<file path="src/hdl/spt_pkg.sv">
// package for the scaled pausable time channels: constants, codes and types
package spt_pkg;

  localparam int unsigned ChannelsDefault = 16;

  localparam int unsigned TickW  = 32;
  localparam int unsigned SpeedW = 10;
  localparam int unsigned TimeW  = 56;
  localparam int unsigned ProdW  = TickW + SpeedW;

  localparam logic [SpeedW-1:0] SpeedNormal = 10'd256;
  localparam logic [SpeedW-1:0] SpeedMax    = 10'd512;

  localparam logic [2:0] OpTick     = 3'd0;
  localparam logic [2:0] OpRead     = 3'd1;
  localparam logic [2:0] OpSetSpeed = 3'd2;
  localparam logic [2:0] OpStopAll  = 3'd3;
  localparam logic [2:0] OpStartAll = 3'd4;
  localparam logic [2:0] OpReset    = 3'd5;

  typedef struct packed {
    logic              running;
    logic [TickW-1:0]  pause;
    logic [TickW-1:0]  offset;
    logic [SpeedW-1:0] speed;
    logic [TimeW-1:0]  acc;
  } chan_rec_t;

  localparam chan_rec_t RecReset = '{
    running: 1'b1,
    pause:   '0,
    offset:  '0,
    speed:   SpeedNormal,
    acc:     '0
  };

  typedef struct packed {
    logic rd_en;
    logic wr_en;
    logic clr;
  } store_ctl_t;

endpackage

</file>
<file path="src/hdl/scaled_pausable_time_channels.sv">
// top level: sequencer for the scaled pausable time channels
//
// Input channel: operation_i, channel_i and new_speed_i, taken when in_valid_i
// and in_ready_o are both high. Output channel: time_value_o and speed_value_o,
// taken when out_valid_o and out_ready_i are both high. Every request gives
// exactly one result, the addressed channel's time and speed after it.
// One request is worked on at a time; in_ready_o is high only when idle.
// Tick, read, set speed and reset channel: the request goes through a memory
// read, the registered multiply and the final add, where the result is
// registered; then the sequencer is idle and takes the next request. Stop all
// and start all first sweep every channel (memory read, then write back),
// then do the same steps for the addressed channel.
// Reset: the tick count clears and every channel reads as running at speed
// 256 with zero time; no clearing pass is needed.
// A result waits in the output register while the receiver stalls; a new
// request is still taken, and its work holds at the final step until the
// output register is free.
module scaled_pausable_time_channels #(
  parameter int unsigned CHANNELS = spt_pkg::ChannelsDefault
) (
  input  logic                       clk_i,
  input  logic                       rst_ni,
  input  logic                       in_valid_i,
  output logic                       in_ready_o,
  input  logic [2:0]                 operation_i,
  input  logic [3:0]                 channel_i,
  input  logic signed [10:0]         new_speed_i,
  output logic                       out_valid_o,
  input  logic                       out_ready_i,
  output logic [spt_pkg::TimeW-1:0]  time_value_o,
  output logic [spt_pkg::SpeedW-1:0] speed_value_o
);

  localparam int unsigned IdxW = (CHANNELS > 1) ? $clog2(CHANNELS) : 1;

  localparam logic [2:0] StIdle  = 3'd0;
  localparam logic [2:0] StSwRd  = 3'd1;
  localparam logic [2:0] StSwWr  = 3'd2;
  localparam logic [2:0] StChRd  = 3'd3;
  localparam logic [2:0] StChMul = 3'd4;
  localparam logic [2:0] StChAdd = 3'd5;

  logic [2:0] state_q, state_d;
  logic [IdxW-1:0] idx_q, idx_d;
  logic [spt_pkg::TickW-1:0] tick_q, tick_d;
  logic [2:0] op_q;
  logic [3:0] ch_q;
  logic [spt_pkg::SpeedW-1:0] req_q;
  logic out_valid_q, out_valid_d;
  logic [spt_pkg::TimeW-1:0] time_q;
  logic [spt_pkg::SpeedW-1:0] speed_q;

  spt_pkg::store_ctl_t ctl;
  logic [IdxW-1:0] addr;
  spt_pkg::chan_rec_t rec, wrec;
  logic [spt_pkg::TickW-1:0] now, elapsed;
  logic [spt_pkg::TimeW-1:0] sum;
  logic [spt_pkg::SpeedW-1:0] clamped;
  logic accept, ch_ok, out_free, mac_load, finish;

  assign accept   = in_valid_i && in_ready_o;
  assign in_ready_o = (state_q == StIdle);
  assign ch_ok    = {28'd0, ch_q} < 32'(CHANNELS);
  assign out_free = !out_valid_q || out_ready_i;

  always_comb begin
    if (new_speed_i < 0) begin
      clamped = '0;
    end else if (new_speed_i > 11'sd512) begin
      clamped = spt_pkg::SpeedMax;
    end else begin
      clamped = new_speed_i[spt_pkg::SpeedW-1:0];
    end
  end

  assign now     = rec.running ? tick_q : rec.pause;
  assign elapsed = now - rec.offset;

  spt_store #(.CHANNELS(CHANNELS)) u_store (
    .clk_i   (clk_i),
    .rst_ni  (rst_ni),
    .ctl_i   (ctl),
    .addr_i  (addr),
    .wdata_i (wrec),
    .rdata_o (rec)
  );

  spt_mac u_mac (
    .clk_i     (clk_i),
    .load_i    (mac_load),
    .elapsed_i (elapsed),
    .speed_i   (rec.speed),
    .acc_i     (rec.acc),
    .sum_o     (sum)
  );

  always_comb begin
    state_d     = state_q;
    idx_d       = idx_q;
    tick_d      = tick_q;
    ctl         = '0;
    addr        = IdxW'(ch_q);
    wrec        = rec;
    mac_load    = 1'b0;
    finish      = 1'b0;
    out_valid_d = out_valid_q && !out_ready_i;
    case (state_q)
      StIdle: begin
        if (accept) begin
          idx_d = '0;
          if (operation_i == spt_pkg::OpTick) begin
            tick_d = tick_q + 32'd1;
          end
          if (operation_i == spt_pkg::OpStopAll || operation_i == spt_pkg::OpStartAll) begin
            state_d = StSwRd;
          end else begin
            state_d = StChRd;
          end
        end
      end
      StSwRd: begin
        ctl.rd_en = 1'b1;
        addr      = idx_q;
        state_d   = StSwWr;
      end
      StSwWr: begin
        addr = idx_q;
        if (op_q == spt_pkg::OpStopAll) begin
          wrec.running = 1'b0;
          if (rec.running) begin
            wrec.pause = tick_q;
          end
        end else begin
          wrec.running = 1'b1;
          if (!rec.running) begin
            wrec.offset = rec.offset + (tick_q - rec.pause);
          end
        end
        ctl.wr_en = 1'b1;
        idx_d     = idx_q + IdxW'(1);
        if (idx_q == IdxW'(CHANNELS - 1)) begin
          state_d = StChRd;
        end else begin
          state_d = StSwRd;
        end
      end
      StChRd: begin
        ctl.rd_en = 1'b1;
        state_d   = StChMul;
      end
      StChMul: begin
        mac_load = 1'b1;
        state_d  = StChAdd;
      end
      StChAdd: begin
        if (out_free) begin
          finish      = 1'b1;
          out_valid_d = 1'b1;
          state_d     = StIdle;
          if (ch_ok && op_q == spt_pkg::OpSetSpeed) begin
            wrec.acc    = sum;
            wrec.offset = now;
            wrec.speed  = req_q;
            ctl.wr_en   = 1'b1;
          end else if (ch_ok && op_q == spt_pkg::OpReset) begin
            ctl.clr = 1'b1;
          end
        end
      end
      default: begin
        state_d = StIdle;
      end
    endcase
  end

  always_ff @(posedge clk_i or negedge rst_ni) begin
    if (!rst_ni) begin
      state_q     <= StIdle;
      idx_q       <= '0;
      tick_q      <= '0;
      out_valid_q <= 1'b0;
    end else begin
      state_q     <= state_d;
      idx_q       <= idx_d;
      tick_q      <= tick_d;
      out_valid_q <= out_valid_d;
    end
  end

  always_ff @(posedge clk_i) begin
    if (accept) begin
      op_q  <= operation_i;
      ch_q  <= channel_i;
      req_q <= clamped;
    end
    if (finish) begin
      if (!ch_ok) begin
        time_q  <= '0;
        speed_q <= '0;
      end else if (op_q == spt_pkg::OpReset) begin
        // cleared channel counts from tick 0 at normal rate
        time_q  <= spt_pkg::TimeW'({tick_q, 8'd0});
        speed_q <= spt_pkg::SpeedNormal;
      end else if (op_q == spt_pkg::OpSetSpeed) begin
        time_q  <= sum;
        speed_q <= req_q;
      end else begin
        time_q  <= sum;
        speed_q <= rec.speed;
      end
    end
  end

  assign out_valid_o   = out_valid_q;
  assign time_value_o  = time_q;
  assign speed_value_o = speed_q;

endmodule

</file>
<file path="src/hdl/spt_store.sv">
// per-channel state memory with valid bits that stand in for the reset value
module spt_store #(
  parameter int unsigned CHANNELS = spt_pkg::ChannelsDefault,
  localparam int unsigned IdxW = (CHANNELS > 1) ? $clog2(CHANNELS) : 1
) (
  input  logic               clk_i,
  input  logic               rst_ni,
  input  spt_pkg::store_ctl_t ctl_i,
  input  logic [IdxW-1:0]    addr_i,
  input  spt_pkg::chan_rec_t wdata_i,
  output spt_pkg::chan_rec_t rdata_o
);

  spt_pkg::chan_rec_t mem [CHANNELS];
  spt_pkg::chan_rec_t mem_q;
  logic [CHANNELS-1:0] valid_q;
  logic                rd_valid_q;

  always_ff @(posedge clk_i) begin
    if (ctl_i.wr_en) begin
      mem[addr_i] <= wdata_i;
    end
    if (ctl_i.rd_en) begin
      mem_q <= mem[addr_i];
    end
  end

  always_ff @(posedge clk_i or negedge rst_ni) begin
    if (!rst_ni) begin
      valid_q    <= '0;
      rd_valid_q <= 1'b0;
    end else begin
      if (ctl_i.wr_en) begin
        valid_q[addr_i] <= 1'b1;
      end else if (ctl_i.clr) begin
        valid_q[addr_i] <= 1'b0;
      end
      if (ctl_i.rd_en) begin
        rd_valid_q <= valid_q[addr_i];
      end
    end
  end

  assign rdata_o = rd_valid_q ? mem_q : spt_pkg::RecReset;

endmodule

</file>
<file path="src/hdl/spt_mac.sv">
// shared multiply-add unit: registered elapsed times speed, then add to accumulator
module spt_mac (
  input  logic                       clk_i,
  input  logic                       load_i,
  input  logic [spt_pkg::TickW-1:0]  elapsed_i,
  input  logic [spt_pkg::SpeedW-1:0] speed_i,
  input  logic [spt_pkg::TimeW-1:0]  acc_i,
  output logic [spt_pkg::TimeW-1:0]  sum_o
);

  logic [spt_pkg::ProdW-1:0] prod_q;

  always_ff @(posedge clk_i) begin
    if (load_i) begin
      prod_q <= elapsed_i * speed_i;
    end
  end

  assign sum_o = acc_i + spt_pkg::TimeW'(prod_q);

endmodule

</file>
<file path="config.mk">
export PLATFORM = sky130hd
export DESIGN_NAME = scaled_pausable_time_channels
export DESIGN_NICKNAME = d
export VERILOG_FILES = /design/src/hdl/spt_pkg.sv /design/src/hdl/scaled_pausable_time_channels.sv /design/src/hdl/spt_store.sv /design/src/hdl/spt_mac.sv
export SDC_FILE = /design/constraint.sdc
export NUM_CORES = 2
export LEC_CHECK = 0
export BUFFER_PORTS_ARGS = -buffer_cell sky130_fd_sc_hd__buf_4
export CAP_MARGIN = 25
export CORE_MARGIN = 2
export CORE_UTILIZATION = 60
export DETAILED_ROUTE_END_ITERATION = 12
export PLACE_DENSITY = 0.76
export SLEW_MARGIN = 10
export SYNTH_ARGS = -nofsm -noshare
export SYNTH_HDL_FRONTEND = slang
export SYNTH_SLANG_ARGS = --single-unit
</file>
<file path="constraint.sdc">
create_clock -name clk_i -period 16.4 [get_ports clk_i]
set_input_delay 1.64 -clock clk_i [delete_from_list [all_inputs] [get_ports clk_i]]
set_output_delay 1.64 -clock clk_i [all_outputs]
set_load 0.01 [all_outputs]
</file>
# Word level (Yosys, flattened, before mapping)
# Memory sizes are Yosys's and may differ from the RTL's. A register that Yosys moved wholly into a read port is not among the register bits.
# Cells that the tools add are included.
[word_totals]
mem_count = 1
mem_bits_rw = 2096
word_cells = 101
reg_bits = 182
[op_classes]
order_cmp = 4
n_bitwise = 3
add_sub_neg = 6
n_mux = 42
reduce_logical = 17
n_mul = 1
eq_ne = 13
[mem_list]
columns = ["name", "depth", "word_bits", "read_ports", "rd_ports_with_merged_regs", "wr", "line_no", "text"]
rows = [
  ["u_store.mem", 16, 131, 1, 1, 1, "spt_store.sv:14", "spt_pkg::chan_rec_t mem [CHANNELS];"],
]
[op_table]
columns = ["operator", "count"]
rows = [
  ["$mux W98", 2],
  ["$mux W131", 1],
  ["$mux W32", 4],
  ["$mux W66", 1],
  ["$pmux W32 S2", 1],
  ["$sub A32 B32 Y32", 2],
  ["$add A56 B42 Y56", 1],
  ["$mul A32 B10 Y42", 1],
  ["$mux W40", 1],
  ["$mux W33", 1],
  ["$add A32 B1 Y32 const B", 1],
  ["$add A32 B32 Y32", 1],
  ["$mux W16", 2],
  ["$mux W10", 2],
  ["$pmux W3 S6", 1],
  ["$and A16 B16 Y16", 1],
  ["$not A16 Y16", 1],
  ["$or A16 B16 Y16", 1],
  ["$eq A3 B2 Y1 const B", 5],
  ["$mux W1", 15],
  ["$eq A3 B3 Y1 const B", 4],
  ["$gt A11 B11 Y1 const B", 1],
  ["$lt A11 B1 Y1 const B", 1],
  ["$mux W4", 2],
  ["other kinds (21)", 33],
]

# Logic depth before layout (Yosys ltp)
[logic_depth]
depth_word = 11
mapped_depth = 38
mapped_depth_nobuf = 32

# By module
# From an unflattened synthesis, not the netlist that was laid out.
[hier_totals]
hier_cells = 6216
area_unflattened_um2 = 109440.0
[modules_own_cells]
columns = ["mod", "instances", "area_each_um2", "cells_per_inst"]
rows = [
  ["spt_store", 1, 84292.1, 3264],
  ["spt_mac", 1, 13646.8, 1552],
  ["scaled_pausable_time_channels", 1, 11501.0, 1400],
]

# Worst setup path before layout
# Ideal clock, no wire load.
[synth_path]
kind = "input -> register"
start = "input port out_ready_i"
end = "memory u_store.mem[2][0] (netlist bit), enable pin"
arrival_time_ns = 11.489
path_stages = 8
required_ns = 15.777
path_buffers = 1
slack_ns = 4.288
path_cell_list = "nand2b_1 and2_1 nor2b_1 nand2_1 clkbuf_1 nand2_1 nand3_1 nor2_1"
[synth_via]
elab_chain_len = 5
[synth_lines]
columns = ["element", "line_no", "text"]
rows = [
  ["from (decl)", "scaled_pausable_time_channels.sv:29", "input logic out_ready_i,"],
  ["$logic_or A1 B1 Y1", "scaled_pausable_time_channels.sv:64", "assign out_free = !out_valid_q || out_ready_i;"],
  ["$mux W2", "scaled_pausable_time_channels.sv:156", "if (out_free) begin"],
  ["$pmux W1 S2", "scaled_pausable_time_channels.sv:107", "case (state_q)"],
  ["$mux W1", "spt_store.sv:20", "if (ctl_i.wr_en) begin"],
  ["$mux W1 (implied by the code)", "spt_store.sv:21", "mem[addr_i] <= wdata_i;"],
  ["to (decl)", "spt_store.sv:14", ""],
]
# Every way passes these cells.

# Final worst setup path
[layout_path]
start = "register u_store.rd_valid_q"
end = "register u_mac.prod_q[38] (netlist bit) (data pin)"
[layout_via]
elab_chain_len = 4
[layout_lines]
columns = ["element", "line_no", "text"]
rows = [
  ["from (decl)", "spt_store.sv:17", "logic rd_valid_q;"],
  ["from (signal assigned)", "spt_store.sv:39", "rd_valid_q <= valid_q[addr_i];"],
  ["$mux W131 (*)", "spt_store.sv:44", "assign rdata_o = rd_valid_q ? mem_q : spt_pkg::RecReset;"],
  ["$mux W32", "scaled_pausable_time_channels.sv:76", "assign now = rec.running ? tick_q : rec.pause;"],
  ["$sub A32 B32 Y32", "scaled_pausable_time_channels.sv:77", "assign elapsed = now - rec.offset;"],
  ["$mul A32 B10 Y42 (*)", "spt_mac.sv:15", "prod_q <= elapsed_i * speed_i;"],
  ["to (signal assigned)", "spt_mac.sv:15", ""],
  ["to (decl)", "spt_mac.sv:11", "logic [spt_pkg::ProdW-1:0] prod_q;"],
]
# Mark *: on every way between the ends. The rest lies on a longest branch, timed or not.
# A chain may end at the register's enable or synchronous reset.

==> impl_metrics.xml <==
<?xml version="1.0" encoding="UTF-8"?>
<metrics>
  <group name="route">
    <metric name="top_layer" unit="">met5</metric>
    <metric name="routed_wl" unit="mm">289</metric>
    <metric name="drt_first_iter_violations" unit="">7884</metric>
    <metric name="dr.pass1.iters" unit="">6</metric>
    <metric name="drcViolationCount" unit="">0</metric>
    <metric name="wl_per_cell" unit="um">29.7</metric>
    <metric name="dr_total_vias" unit="">64200</metric>
    <metric name="postRouteAntennaNets" unit="">0</metric>
    <metric name="met1_length" unit="mm">107</metric>
    <metric name="met2RoutedLength" unit="mm">141</metric>
    <metric name="met3RoutedLength" unit="mm">27.2</metric>
    <metric name="drt-vias-per-instance" unit="">6.60</metric>
  </group>
  <group name="clocking">
    <metric name="cts_max_path_buffers" unit="">3</metric>
    <metric name="cts-buffers-inserted" unit="">228</metric>
    <metric name="worst_skew_pair.late_latency" unit="ps">890</metric>
    <metric name="cts-htree-levels" unit="">4</metric>
    <metric name="clkSinkCount" unit="">2409</metric>
    <metric name="cts.repair_timing.setup_buffer_count" unit="">0</metric>
    <metric name="cts_resized" unit="">0</metric>
    <metric name="post_cts_hold_buffer_count" unit="">0</metric>
    <metric name="clock-root-buffer" unit="">sky130_fd_sc_hd__clkbuf_16</metric>
    <metric name="worst_setup_hold_path_clk_slew" unit="ps">60</metric>
    <metric name="tritoncts" unit="">done</metric>
  </group>
  <group name="die">
    <metric name="floorplan.die_area" unit="um^2">187000</metric>
    <metric name="fp.coreArea" unit="um^2">183000</metric>
    <metric name="dieHeight" unit="um">432</metric>
    <metric name="initial_core_utilization" unit="%">60.3</metric>
    <metric name="floorplan.rows" unit="">157</metric>
    <metric name="horiz_die_dim" unit="um">432</metric>
    <metric name="i_o_pins" unit="">90</metric>
  </group>
  <group name="grt">
    <metric name="grt_antenna_before_repair" unit="">7</metric>
    <metric name="global_route.overflow_total" unit="">0</metric>
    <metric name="grt_util_all_layers" unit="%">31.2</metric>
    <metric name="grt_start_max_net_pins" unit="">121</metric>
    <metric name="grt_pass1_wl" unit="mm">425</metric>
    <metric name="first_global_vias" unit="">64500</metric>
  </group>
  <group name="sta">
    <metric name="layout_min_cycle_time" unit="ps">10490</metric>
    <metric name="fin_crit_sh" unit="%">64.0</metric>
    <metric name="setup_viol_count_final" unit="">0</metric>
    <metric name="setup_total_negative_slack" unit="ps">0</metric>
    <metric name="tightest_slew" unit="ps">1210</metric>
    <metric name="final_max_slew_viol_count" unit="">0</metric>
    <metric name="clock_skew" unit="ps">58.6</metric>
    <metric name="rsz0062_at_grt" unit="">false</metric>
    <metric name="timing.slew.headroom" unit="%">18.7</metric>
    <metric name="fmaxAchievable" unit="GHz">0.0953</metric>
    <metric name="finalHoldViolations" unit="">0</metric>
  </group>
  <group name="logic_synthesis">
    <metric name="synth_async_sr_flop_share" unit="%">2.37</metric>
    <metric name="synth.net_count" unit="">7434</metric>
    <metric name="synth.lib_cells_used.distinct" unit="">96</metric>
    <metric name="synth_cells" unit="">6958</metric>
    <metric name="synth_enable_flop_cells" unit="">2352</metric>
    <metric name="ys_ff_latch" unit="">2409</metric>
    <metric name="ys.flop_type" unit="">sky130_fd_sc_hd__edfxtp_1</metric>
    <metric name="sequential_element_share_of_the_synthesized_area" unit="%">65.4</metric>
    <metric name="avgSynthCellArea" unit="um^2">15.8</metric>
    <metric name="yosys_warnings" unit="">0</metric>
    <metric name="syn_area" unit="um^2">110000</metric>
  </group>
  <group name="critical_path">
    <metric name="worst-r2r-setup-slack" unit="ps">5910</metric>
    <metric name="worst_path_most_repeated_cell" unit="">sky130_fd_sc_hd__fa_1</metric>
    <metric name="r2r_cells" unit="">31</metric>
    <metric name="worst-endpoint-required" unit="ps">17010</metric>
    <metric name="crit_path_max_incr_delay" unit="ps">990</metric>
    <metric name="worstPathMaxFanout" unit="">68</metric>
    <metric name="timing.critical_path.from_type" unit="">flip-flop</metric>
    <metric name="critical_path.endpoint_type" unit="">flip-flop</metric>
    <metric name="critPathKind" unit="">reg2reg</metric>
    <metric name="worst-endpoint-arrival" unit="ps">11110</metric>
    <metric name="critical-path-slowest-cell" unit="">sky130_fd_sc_hd__dfrtp_4</metric>
  </group>
  <group name="finish">
    <metric name="fill_cells" unit="">12100</metric>
    <metric name="final_nets" unit="">7623</metric>
    <metric name="drive_gt1_share" unit="%">17.2</metric>
    <metric name="flow.area_growth_from_synthesis" unit="%">10.6</metric>
    <metric name="antenna-diode-count" unit="">0</metric>
  </group>
  <group name="min_path">
    <metric name="hold_path_class" unit="">reg2reg</metric>
    <metric name="hold_path_depth" unit="">2</metric>
  </group>
  <group name="place">
    <metric name="port_buffers" unit="">89</metric>
    <metric name="gp_congestion" unit="">0.977</metric>
    <metric name="dpl.hpwl" unit="mm">169</metric>
  </group>
  <group name="job">
    <metric name="drv_cap" unit="">0</metric>
  </group>
  <group name="outcome">
    <metric name="run_status" unit="">finished, final reports clean</metric>
  </group>
</metrics>
-- sequential cells by signal (all words and copies together) (netlist names), named ones only --
name,count
ch_q,4
out_valid_o,1
state_q,3
u_store.rd_valid_q,1
u_store.mem,2096
time_value_o,56
op_q,3
speed_value_o,10
idx_q,4
req_q,10
tick_q,32
u_mac.prod_q,42
u_store.mem_q,131
-- per-stage QoR --
step	cells	area [um^2]	hold slack (ps)	setup WS [ps]	util [%]
6_report	9727	122000	507	5910	66.6
2_1_floorplan	6958	110000	465	4290	-
3_5_place_dp	9279	114000	496	5950	62.5
4_1_cts	9704	122000	510	5950	66.5
5_1_grt	9727	122000	543	5190	66.6
3_3_place_gp	9256	114000	482	6100	62.4
-- Yosys cell counts, types with 22 or more instances --
cell type | number | area share (%)
sky130_fd_sc_hd__a211oi_1 | 29 | 0.20
sky130_fd_sc_hd__a21o_1 | 96 | 0.65
sky130_fd_sc_hd__a21oi_1 | 187 | 0.85
sky130_fd_sc_hd__a31oi_1 | 148 | 0.84
sky130_fd_sc_hd__and2_1 | 103 | 0.59
sky130_fd_sc_hd__and3_1 | 161 | 0.91
sky130_fd_sc_hd__buf_2 | 50 | 0.23
sky130_fd_sc_hd__buf_4 | 57 | 0.39
sky130_fd_sc_hd__clkbuf_1 | 223 | 0.76
sky130_fd_sc_hd__dfrtp_1 | 57 | 1.3
sky130_fd_sc_hd__edfxtp_1 | 2352 | 64
sky130_fd_sc_hd__fa_1 | 271 | 4.9
sky130_fd_sc_hd__ha_1 | 183 | 2.1
sky130_fd_sc_hd__inv_1 | 336 | 1.1
sky130_fd_sc_hd__mux4_2 | 528 | 11
sky130_fd_sc_hd__nand2_1 | 926 | 3.2
sky130_fd_sc_hd__nand2b_1 | 22 | 0.13
sky130_fd_sc_hd__nand3_1 | 94 | 0.43
sky130_fd_sc_hd__nand4_1 | 31 | 0.18
sky130_fd_sc_hd__nor2_1 | 340 | 1.2
sky130_fd_sc_hd__nor3_1 | 26 | 0.12
sky130_fd_sc_hd__o21ai_0 | 178 | 0.81
sky130_fd_sc_hd__o21ai_1 | 34 | 0.15
sky130_fd_sc_hd__o221ai_1 | 27 | 0.21
sky130_fd_sc_hd__xnor2_1 | 124 | 0.99
sky130_fd_sc_hd__xor2_1 | 63 | 0.50
-- cell families after synthesis --
group | count (synthesis) | share of synthesized area (%)
flops | 2409 | 65.4
simple gates | 1813 | 7.41
compound gates | 838 | 4.83
buf+inv | 691 | 2.62
mux | 562 | 11.1
fa+ha+maj | 454 | 7.01
xor+xnor | 191 | 1.55
-- cells in the final DEF (no fill, tap or decap), drive strengths merged, types with 64 or more instances in the layout --
master,instances
edfxtp,2352
xnor2,127
inv,346
ha,183
nand2,926
xor2,64
nor2,341
and3,161
o21ai,212
a31oi,149
clkbuf,287
mux4,528
fa,271
nand3,94
buf,305
a21oi,189
a21o,97
and2,105
clkinv,102
-- worst max-delay path: cells and delay by family, from the launching register on --
| kind | cells | cell delay, ps |
|---|---|---|
| xor gates and xnor gates | 1 | 700 |
| DFF | 1 | 990 |
| muxes | 2 | 610 |
| AOI/OAI and AO/OA | 12 | 2480 |
| adders and majority gates | 7 | 3300 |
| and+or+nand+nor | 5 | 1270 |
| buffers and inverters | 4 | 810 |
-- worst paths after layout --
kind	startpoint	to
max in group asynchronous	rst_ni	u_store.rd_valid_q
min	flip-flop	flip-flop
min reg2reg	flip-flop	flip-flop
min in group asynchronous	rst_ni	idx_q[1]
max	u_store.rd_valid_q	u_mac.prod_q[38]
max reg2reg	u_store.rd_valid_q	u_mac.prod_q[38]
-- layer usage --
layer	track usage, %	up-vias
met5	0	-
met4	13.7	6
met3	5.20	689
met2	50.5	3874
met1	42.5	32900
li1	-	26700
-- layout make-up --
class | instances | area (um^2) | share of cell area (%)
flip-flops and latches | 2409 | 72100 | 59.2
repair buffers | 312 | 2560 | 2.10
clock buffers | 280 | 5980 | 4.92
inverters | 338 | 1270 | 1.04
clock inverters | 145 | 1430 | 1.17
multi-input cells | 3858 | 35500 | 29.1
well taps | 2385 | 2980 | 2.45
Power is not shown: default switching activity piles up to over one toggle a cycle in this logic, so the estimate is an artifact.
